## src/rtl/itda_pkg.sv

```systemverilog
// ----------------------------------------------------------------------------
// itda_pkg: shared types and constants for the decimal ASCII converter
// Field widths, the ASCII digit base, cell control and controller states.
// ----------------------------------------------------------------------------
package itda_pkg;

  // Field widths of the input and result items.
  localparam int VALUE_W = 31;
  localparam int LEN_W   = 4;
  localparam int CHAR_W  = 8;
  localparam int COUNT_W = 4;
  localparam int BCD_W   = 4;

  // Packed stream widths, padded to whole bytes.
  localparam int IN_DATA_W  = 40;
  localparam int OUT_DATA_W = 16;

  // Bit counter width; it counts down over the value bits.
  localparam int BITCNT_W = 5;

  // ASCII code of the character zero.
  localparam logic [CHAR_W-1:0] ASCII_ZERO = 8'h30;

  // Largest BCD digit that shifts without the add-three correction.
  localparam logic [BCD_W-1:0] BCD_ADJ_LIMIT = 4'd4;
  localparam logic [BCD_W-1:0] BCD_ADJ_ADD   = 4'd3;

  // Control sent from the controller to every digit cell.
  typedef struct packed {
    logic clear;
    logic shift;
  } cell_ctrl_t;

  // Controller states.
  typedef enum logic [1:0] {
    ST_IDLE,
    ST_CONV,
    ST_FIND,
    ST_EMIT
  } itda_state_t;

endpackage

```

## src/rtl/itda_bcd_cell.sv

```systemverilog
// ----------------------------------------------------------------------------
// itda_bcd_cell: one decimal digit of the shift-and-add-three chain
// Holds one BCD digit; on each shift it corrects the digit, shifts in the
// bit from the cell below and hands its top bit to the cell above.
// ----------------------------------------------------------------------------
module itda_bcd_cell
  import itda_pkg::*;
(
  input  logic             clk,
  input  cell_ctrl_t       ctrl,
  input  logic             shift_in,
  output logic             shift_out,
  output logic [BCD_W-1:0] digit
);

  logic [BCD_W-1:0] digit_r;
  logic [BCD_W-1:0] digit_nxt;
  logic [BCD_W-1:0] adjusted;

  // Add three to digits of five or more so the shift stays in decimal.
  always_comb begin
    adjusted  = (digit_r > BCD_ADJ_LIMIT) ? (digit_r + BCD_ADJ_ADD) : digit_r;
    shift_out = adjusted[BCD_W-1];
    digit_nxt = digit_r;
    if (ctrl.clear) begin
      digit_nxt = '0;
    end else if (ctrl.shift) begin
      digit_nxt = {adjusted[BCD_W-2:0], shift_in};
    end
  end

  // Digit register.
  always_ff @(posedge clk) begin
    digit_r <= digit_nxt;
  end

  assign digit = digit_r;

endmodule

```

## src/rtl/int_to_decimal_ascii_unit.sv

```systemverilog
// ----------------------------------------------------------------------------
// int_to_decimal_ascii_unit: binary integer to decimal ASCII digit stream
// Flow: after the input transfer the value shifts MSB first through the digit
// chain, a find step locates the lead digit, and then the results are emitted.
// A new item is taken only after the last result of the previous one is registered.
// Results leave at one per cycle while out_tready is high.
// Reset: synchronous active-low rst_n clears the controller and output valid.
// ----------------------------------------------------------------------------
module int_to_decimal_ascii_unit
  import itda_pkg::*;
#(
  parameter int MAX_DIGITS = 10
) (
  input  logic                  clk,
  input  logic                  rst_n,
  // Input stream.
  input  logic                  in_tvalid,
  output logic                  in_tready,
  input  logic [IN_DATA_W-1:0]  in_tdata,  // value[30:0], max_len[34:31], zero pad
  // Result stream.
  output logic                  out_tvalid,
  input  logic                  out_tready,
  output logic [OUT_DATA_W-1:0] out_tdata, // digit_char[7:0], overflow[8], count[12:9]
  output logic                  out_tlast
);

  localparam int CW   = $clog2(MAX_DIGITS + 1);
  localparam int IW   = (MAX_DIGITS > 1) ? $clog2(MAX_DIGITS) : 1;
  localparam int CMPW = (CW > LEN_W) ? CW : LEN_W;

  // Controller state and datapath registers.
  itda_state_t          state_r, state_nxt;
  logic [VALUE_W-1:0]   value_r, value_nxt;
  logic [LEN_W-1:0]     max_len_r, max_len_nxt;
  logic [BITCNT_W-1:0]  bitcnt_r, bitcnt_nxt;
  logic                 carry_r, carry_nxt;
  logic [CW-1:0]        ndig_r, ndig_nxt;
  logic                 special_r, special_nxt;
  logic                 ovf_r, ovf_nxt;
  logic [IW-1:0]        pos_r, pos_nxt;

  // Output register.
  logic                 out_valid_r, out_valid_nxt;
  logic [CHAR_W-1:0]    out_char_r, out_char_nxt;
  logic                 out_last_r, out_last_nxt;
  logic                 out_ovf_r, out_ovf_nxt;
  logic [COUNT_W-1:0]   out_count_r, out_count_nxt;

  cell_ctrl_t           cell_ctrl;
  logic [MAX_DIGITS:0]  carry;
  logic [BCD_W-1:0]     digits [MAX_DIGITS];
  logic [CW-1:0]        ndig_found;
  logic                 out_free;

  // Chain of digit cells; the value enters at the bottom, MSB first.
  assign carry[0] = value_r[VALUE_W-1];

  for (genvar g = 0; g < MAX_DIGITS; g++) begin : g_cell
    itda_bcd_cell u_cell (
      .clk       (clk),
      .ctrl      (cell_ctrl),
      .shift_in  (carry[g]),
      .shift_out (carry[g+1]),
      .digit     (digits[g])
    );
  end

  // Number of significant digits: one past the highest nonzero cell.
  always_comb begin
    ndig_found = '0;
    for (int i = 0; i < MAX_DIGITS; i++) begin
      if (digits[i] != '0) begin
        ndig_found = CW'(i + 1);
      end
    end
  end

  assign out_free = !out_valid_r || out_tready;

  // Next state, cell control and result selection.
  always_comb begin
    state_nxt      = state_r;
    value_nxt      = value_r;
    max_len_nxt    = max_len_r;
    bitcnt_nxt     = bitcnt_r;
    carry_nxt      = carry_r;
    ndig_nxt       = ndig_r;
    special_nxt    = special_r;
    ovf_nxt        = ovf_r;
    pos_nxt        = pos_r;
    out_valid_nxt  = out_valid_r && !out_tready;
    out_char_nxt   = out_char_r;
    out_last_nxt   = out_last_r;
    out_ovf_nxt    = out_ovf_r;
    out_count_nxt  = out_count_r;
    cell_ctrl      = '{clear: 1'b0, shift: 1'b0};
    in_tready      = 1'b0;

    case (state_r)
      ST_IDLE: begin
        in_tready = 1'b1;
        if (in_tvalid) begin
          value_nxt   = in_tdata[VALUE_W-1:0];
          max_len_nxt = in_tdata[VALUE_W+LEN_W-1:VALUE_W];
          bitcnt_nxt  = BITCNT_W'(VALUE_W - 1);
          carry_nxt   = 1'b0;
          cell_ctrl   = '{clear: 1'b1, shift: 1'b0};
          state_nxt   = ST_CONV;
        end
      end
      ST_CONV: begin
        // One value bit enters the chain per cycle.
        cell_ctrl = '{clear: 1'b0, shift: 1'b1};
        value_nxt = {value_r[VALUE_W-2:0], 1'b0};
        carry_nxt = carry_r || carry[MAX_DIGITS];
        if (bitcnt_r == '0) begin
          state_nxt = ST_FIND;
        end else begin
          bitcnt_nxt = bitcnt_r - 1'b1;
        end
      end
      ST_FIND: begin
        // Too many digits if the chain spilled or the count beats the limit.
        ndig_nxt    = ndig_found;
        ovf_nxt     = carry_r || (CMPW'(ndig_found) > CMPW'(max_len_r));
        special_nxt = ovf_nxt || (ndig_found == '0);
        pos_nxt     = IW'(ndig_found - 1'b1);
        state_nxt   = ST_EMIT;
      end
      ST_EMIT: begin
        if (out_free) begin
          out_valid_nxt = 1'b1;
          if (special_r) begin
            out_last_nxt = 1'b1;
            out_ovf_nxt  = ovf_r;
            if (!ovf_r && (max_len_r != '0)) begin
              // Zero with room for one digit prints a single zero.
              out_char_nxt  = ASCII_ZERO;
              out_count_nxt = COUNT_W'(1);
            end else begin
              out_char_nxt  = '0;
              out_count_nxt = '0;
            end
            state_nxt = ST_IDLE;
          end else begin
            out_char_nxt  = ASCII_ZERO + CHAR_W'(digits[pos_r]);
            out_ovf_nxt   = 1'b0;
            out_count_nxt = COUNT_W'(ndig_r);
            out_last_nxt  = (pos_r == '0);
            if (pos_r == '0) begin
              state_nxt = ST_IDLE;
            end else begin
              pos_nxt = pos_r - 1'b1;
            end
          end
        end
      end
      default: begin
        state_nxt = ST_IDLE;
      end
    endcase
  end

  // Control registers.
  always_ff @(posedge clk) begin
    if (!rst_n) begin
      state_r     <= ST_IDLE;
      out_valid_r <= 1'b0;
    end else begin
      state_r     <= state_nxt;
      out_valid_r <= out_valid_nxt;
    end
  end

  // Payload registers.
  always_ff @(posedge clk) begin
    value_r     <= value_nxt;
    max_len_r   <= max_len_nxt;
    bitcnt_r    <= bitcnt_nxt;
    carry_r     <= carry_nxt;
    ndig_r      <= ndig_nxt;
    special_r   <= special_nxt;
    ovf_r       <= ovf_nxt;
    pos_r       <= pos_nxt;
    out_char_r  <= out_char_nxt;
    out_last_r  <= out_last_nxt;
    out_ovf_r   <= out_ovf_nxt;
    out_count_r <= out_count_nxt;
  end

  // Result stream ports.
  assign out_tvalid = out_valid_r;
  assign out_tlast  = out_last_r;
  assign out_tdata  = {3'b000, out_count_r, out_ovf_r, out_char_r};

  // An overflow result carries no character and no count.
  a_ovf_empty: assert property (@(posedge clk) disable iff (!rst_n)
    (out_valid_r && out_ovf_r) |-> (out_last_r && out_char_r == '0 && out_count_r == '0))
    else $error("overflow result with a character or count");

  // A digit result is always an ASCII digit.
  a_digit_char: assert property (@(posedge clk) disable iff (!rst_n)
    (out_valid_r && out_count_r != '0) |->
      (out_char_r >= ASCII_ZERO && out_char_r <= ASCII_ZERO + CHAR_W'(9)))
    else $error("digit result outside the ASCII digit range");

  // Input is taken only while no conversion or emission is under way.
  a_no_accept_busy: assert property (@(posedge clk) disable iff (!rst_n)
    (state_r != ST_IDLE) |-> !in_tready)
    else $error("input ready while a conversion is in flight");

endmodule
```

## config.mk

```make
export PLATFORM = sky130hd
export DESIGN_NAME = int_to_decimal_ascii_unit
export DESIGN_NICKNAME = d
export VERILOG_FILES = /design/src/rtl/itda_pkg.sv /design/src/rtl/itda_bcd_cell.sv /design/src/rtl/int_to_decimal_ascii_unit.sv
export SDC_FILE = /design/constraint.sdc
export NUM_CORES = 1
export LEC_CHECK = 0
export BUFFER_PORTS_ARGS = -buffer_cell sky130_fd_sc_hd__buf_2
export CORE_ASPECT_RATIO = 0.7
export CORE_UTILIZATION = 52
export CTS_CLUSTER_DIAMETER = 200
export DETAILED_ROUTE_END_ITERATION = 7
export PLACE_DENSITY = 0.7
export REMOVE_ABC_BUFFERS = 1
export SLEW_MARGIN = 20
export SYNTH_ARGS = -nofsm -noshare
export SYNTH_HDL_FRONTEND = slang
export SYNTH_HIERARCHICAL = 1
export SYNTH_SLANG_ARGS = --single-unit
```

## constraint.sdc

```tcl
create_clock -name clk -period 3.5 [get_ports clk]
set_input_delay 0.7 -clock clk [delete_from_list [all_inputs] [get_ports clk]]
set_output_delay 0.7 -clock clk [all_outputs]
set_load 0.01 [all_outputs]
```

==> metrics <==
status finished, final reports clean; top_reg_cell synth edfxtp_1; Core Area 0.01121 mm2; cell mode on critical path nand2b_1; Starting Density between 50% and 60%; layout cell share with drive strength beyond 1 between 20% and 30%; P_leak around 0.0024 uW; Setup crit end kind register; Hold Startpoint value_r[30]$_DFFE_PP_; drt via density 5.731; crit path cell chain or4_4 -> a211oi_2 -> o211a_1 -> nand2b_1 -> ha_1 -> nor2b_1 -> o21ai_0 -> nand2b_1 -> a21oi_1 -> o21bai_1 -> a31o_1; Overflow after GRT 0; die area around 0.012 mm2; clock period minus worst slack 2.826 ns; Clock Path Buffers 2; CTS tree yes; WHS Endpoint g_cell[0].u_cell/digit[0]$_SDFFE_PP0P_; DRC 0; Crit-path slowest cell or4_4; Yosys top cell by area edfxtp_1; max-slew violation count 0; drt pass-1 iters 5; initial DRC count between 300 and 400; Final TNS setup 0 ns; Vias 4367; clk_skew around 0.0070 ns; Tcrit/Tclk final 80.73%; worst hold path class reg2reg; r2r endpoint special_r$_DFFE_PP_; non-filler instance count after layout 762; peak supply drop between 300 and 400 uV; Root Buffer Master clkbuf_16; Die Ht slightly above 90 um; hpwl dp 8.076 mm; Max-cap violations 0; die width 131.4 um; vias in the first global route around 4100; GR Util All Layers 19.94%; Routed Antenna Nets 0; fraction of the yosys area taken by sequential cells 44.69%; Inst Count DP 746; TritonCTS Buffers 9; I/O Buffers 52; Routability Congestion 0.8305; first-pass GRT wire length roughly 20 mm; Synth async-reset ratio 0%; Least-Margin Pin Slew 0.8498 ns; Setup crit start kind register; wire per inst 15.20 um; Setup Fix Bufs, Post-CTS 0; top cells by area, synth edfxtp_1 31%, dfxtp_1 14%, ha_1 6.4%; cells after synthesis 559; Post-synth EDFFs 62; hold path depth 2; r2r setup slk between 0.6 and 0.7 ns; Total Nets Final ~680; hold_buf cts 0; Core Rows 32; initial antenna violation count 0; reg2reg path depth 11; Finish-stage setup viols 0; Area growth syn-to-layout 10.31%; Crit Path Class reg2reg; min setup slack post-route about 0.67 ns; Pwr Density ~640 mW/mm2; RSZ-0062 raised after global routing false; CP max stage delay 0.56 ns; post-cts resize count 0; fmax 0.3539 GHz; Distinct cells, synth 57; DP Worst Slack between 0.6 and 0.7 ns; Hold Fails Final Rpt 0; Synth Register Bits 105; Avg Cell Area, Syn 10.90 um2; Yosys warning count 6; top-area cell type share of the netlist area 30.56%; R2R Path Start g_cell[4].u_cell/digit[0]$_SDFFE_PP0P_; largest net degree at the start of global routing about 80; clock-pin slew on the worst setup and hold paths 0.07 ns; Synth Cell Area approximately 0.0061 mm2; Worst EP required around 3.6 ns; Layout Utilization 59.94%; Worst-Skew Late Latency 0.35 ns; antenna cells 0; Top Ports between 60 and 70; WL final about 12 mm; H-Tree Depth 3; crit path max fanout 8; relative slew slack between 40% and 50%; Worst EP arrival just under 3 ns; clk sinks 105
## synth_stat cells, types with 7 or more instances
library cell  count
buf_4             7
inv_1            42
dfxtp_1          43
mux2_2           30
edfxtp_1         62
or4_1            22
o21ai_0          43
buf_2            11
nor2b_1          18
mux2i_1          19
o311ai_1         20
nor2b_4          10
ha_1             31
a21oi_1          14
nand2_1          41
nor3b_1          20
nor3_1           13
o211ai_1         10
nor2_1           22
mux4_2            7
a21o_1           12
## per-layer routing
layer  part of all wire, %  GRT usage, %
met1                    50         28.30
met2                    45         30.59
met3                   4.8         4.652
met4                  0.49         5.233
met5                     0             0
## cells in the final DEF, fill, tap and decap left out, drive strengths merged, types with 3 or more instances in the layout
cell	Yosys	routed
buf	23	56
dfxtp	43	43
a21o	12	12
mux2	30	30
and2	5	5
inv	43	44
edfxtp	62	62
conb	1	5
o311ai	20	20
nor2b	28	28
a21oi	14	14
nand2b	3	3
nor2	22	22
o22a	4	4
or4	23	23
nor3b	20	20
xnor2	3	3
ha	31	31
nor3	13	13
clkbuf	3	11
mux4	8	8
mux2i	19	19
o211ai	10	10
nor4	10	10
nand2	41	41
o21ai	46	46
## how the worst max path moves through the flow
| stage | startpoint | end | slack (ns) |
|---|---|---|---|
| 6_report | g_cell[4].u_cell/digit[0]$_SDFFE_PP0P_ | special_r$_DFFE_PP_ | 0.67 |
| 5_1_grt | g_cell[6].u_cell/digit[3]$_SDFFE_PP0P_ | special_r$_DFFE_PP_ | 0.47 |
| 4_1_cts | g_cell[4].u_cell/digit[0]$_SDFFE_PP0P_ | special_r$_DFFE_PP_ | 0.66 |
| 3_5_place_dp | g_cell[4].u_cell/digit[0]$_SDFFE_PP0P_ | special_r$_DFFE_PP_ | 0.67 |
| 3_3_place_gp | g_cell[4].u_cell/digit[0]$_SDFFE_PP0P_ | special_r$_DFFE_PP_ | 0.72 |
| 2_1_floorplan | state_r[1]$_SDFFE_PN0P_ | bitcnt_r[0]$_SDFFCE_PN0P_ | -1.03 |
## worst max-delay path, delay by kind of cell (launching register included)
kind	cells	cell delay, ns
and+or+nand+nor	4	0.91
AOI/OAI and AO/OA	6	1.05
DFF	1	0.38
adders and majority gates	1	0.24
## area by class of cell
| type | count | area [um2] |
|---|---|---|
| Clock buffer | 11 | 232.7 |
| Tap cell | 153 | 191.4 |
| Multi-Input combinational cell | 389 | 3067 |
| Inverter | 43 | 161.4 |
| Fill cell | 956 | 4491 |
| Sequential cell | 105 | 2723 |
| Clock inverter | 5 | 55.05 |
| Timing Repair Buffer | 56 | 290.3 |
## sequential cells by signal, indices dropped and copies added (netlist names), 2 cells and up
register / flops
out_count_r: 4
bitcnt_r: 5
value_r: 31
max_len_r: 4
state_r: 2
pos_r: 4
g_cell.u_cell/digit: 40
ndig_r: 4
out_char_r: 5
## through the flow
stage / instance area [um2] / total power [uW] / hold WS, ns
final: 6720 / 4314 / 0.4865
after CTS: 6719 / 4349 / 0.5000
after global placement: 6431 / 3289 / 0.4632
after detailed placement: 6431 / 3354 / 0.4841
after global routing: 6720 / 4564 / 0.5134
after floorplan: 5936 / 3014 / 0.4572
## kinds of logic (layout without fill, tap and decap cells)
group | count (synthesis) | count (layout) | share of synthesized area (%)
AND/OR/NAND/NOR | 171 | 171 | 17.81
AO/OA/AOI/OAI | 121 | 121 | 13.35
flip-flops | 105 | 105 | 44.69
buffers and inverters | 69 | 115 | 5.463
multiplexers | 57 | 57 | 11.69
adder cells (fa/ha/maj) | 31 | 31 | 6.367
XOR/XNOR | 4 | 4 | 0.5752
other | 1 | 5 | 0.06156
## report_power, final
group | internal, uW | switching, uW | total (uW)
registers | 1760 | 175 | 1940
clock network | 554 | 438 | 992
logic | 588 | 798 | 1390
Note: power is estimated with default switching activity, not from simulation.
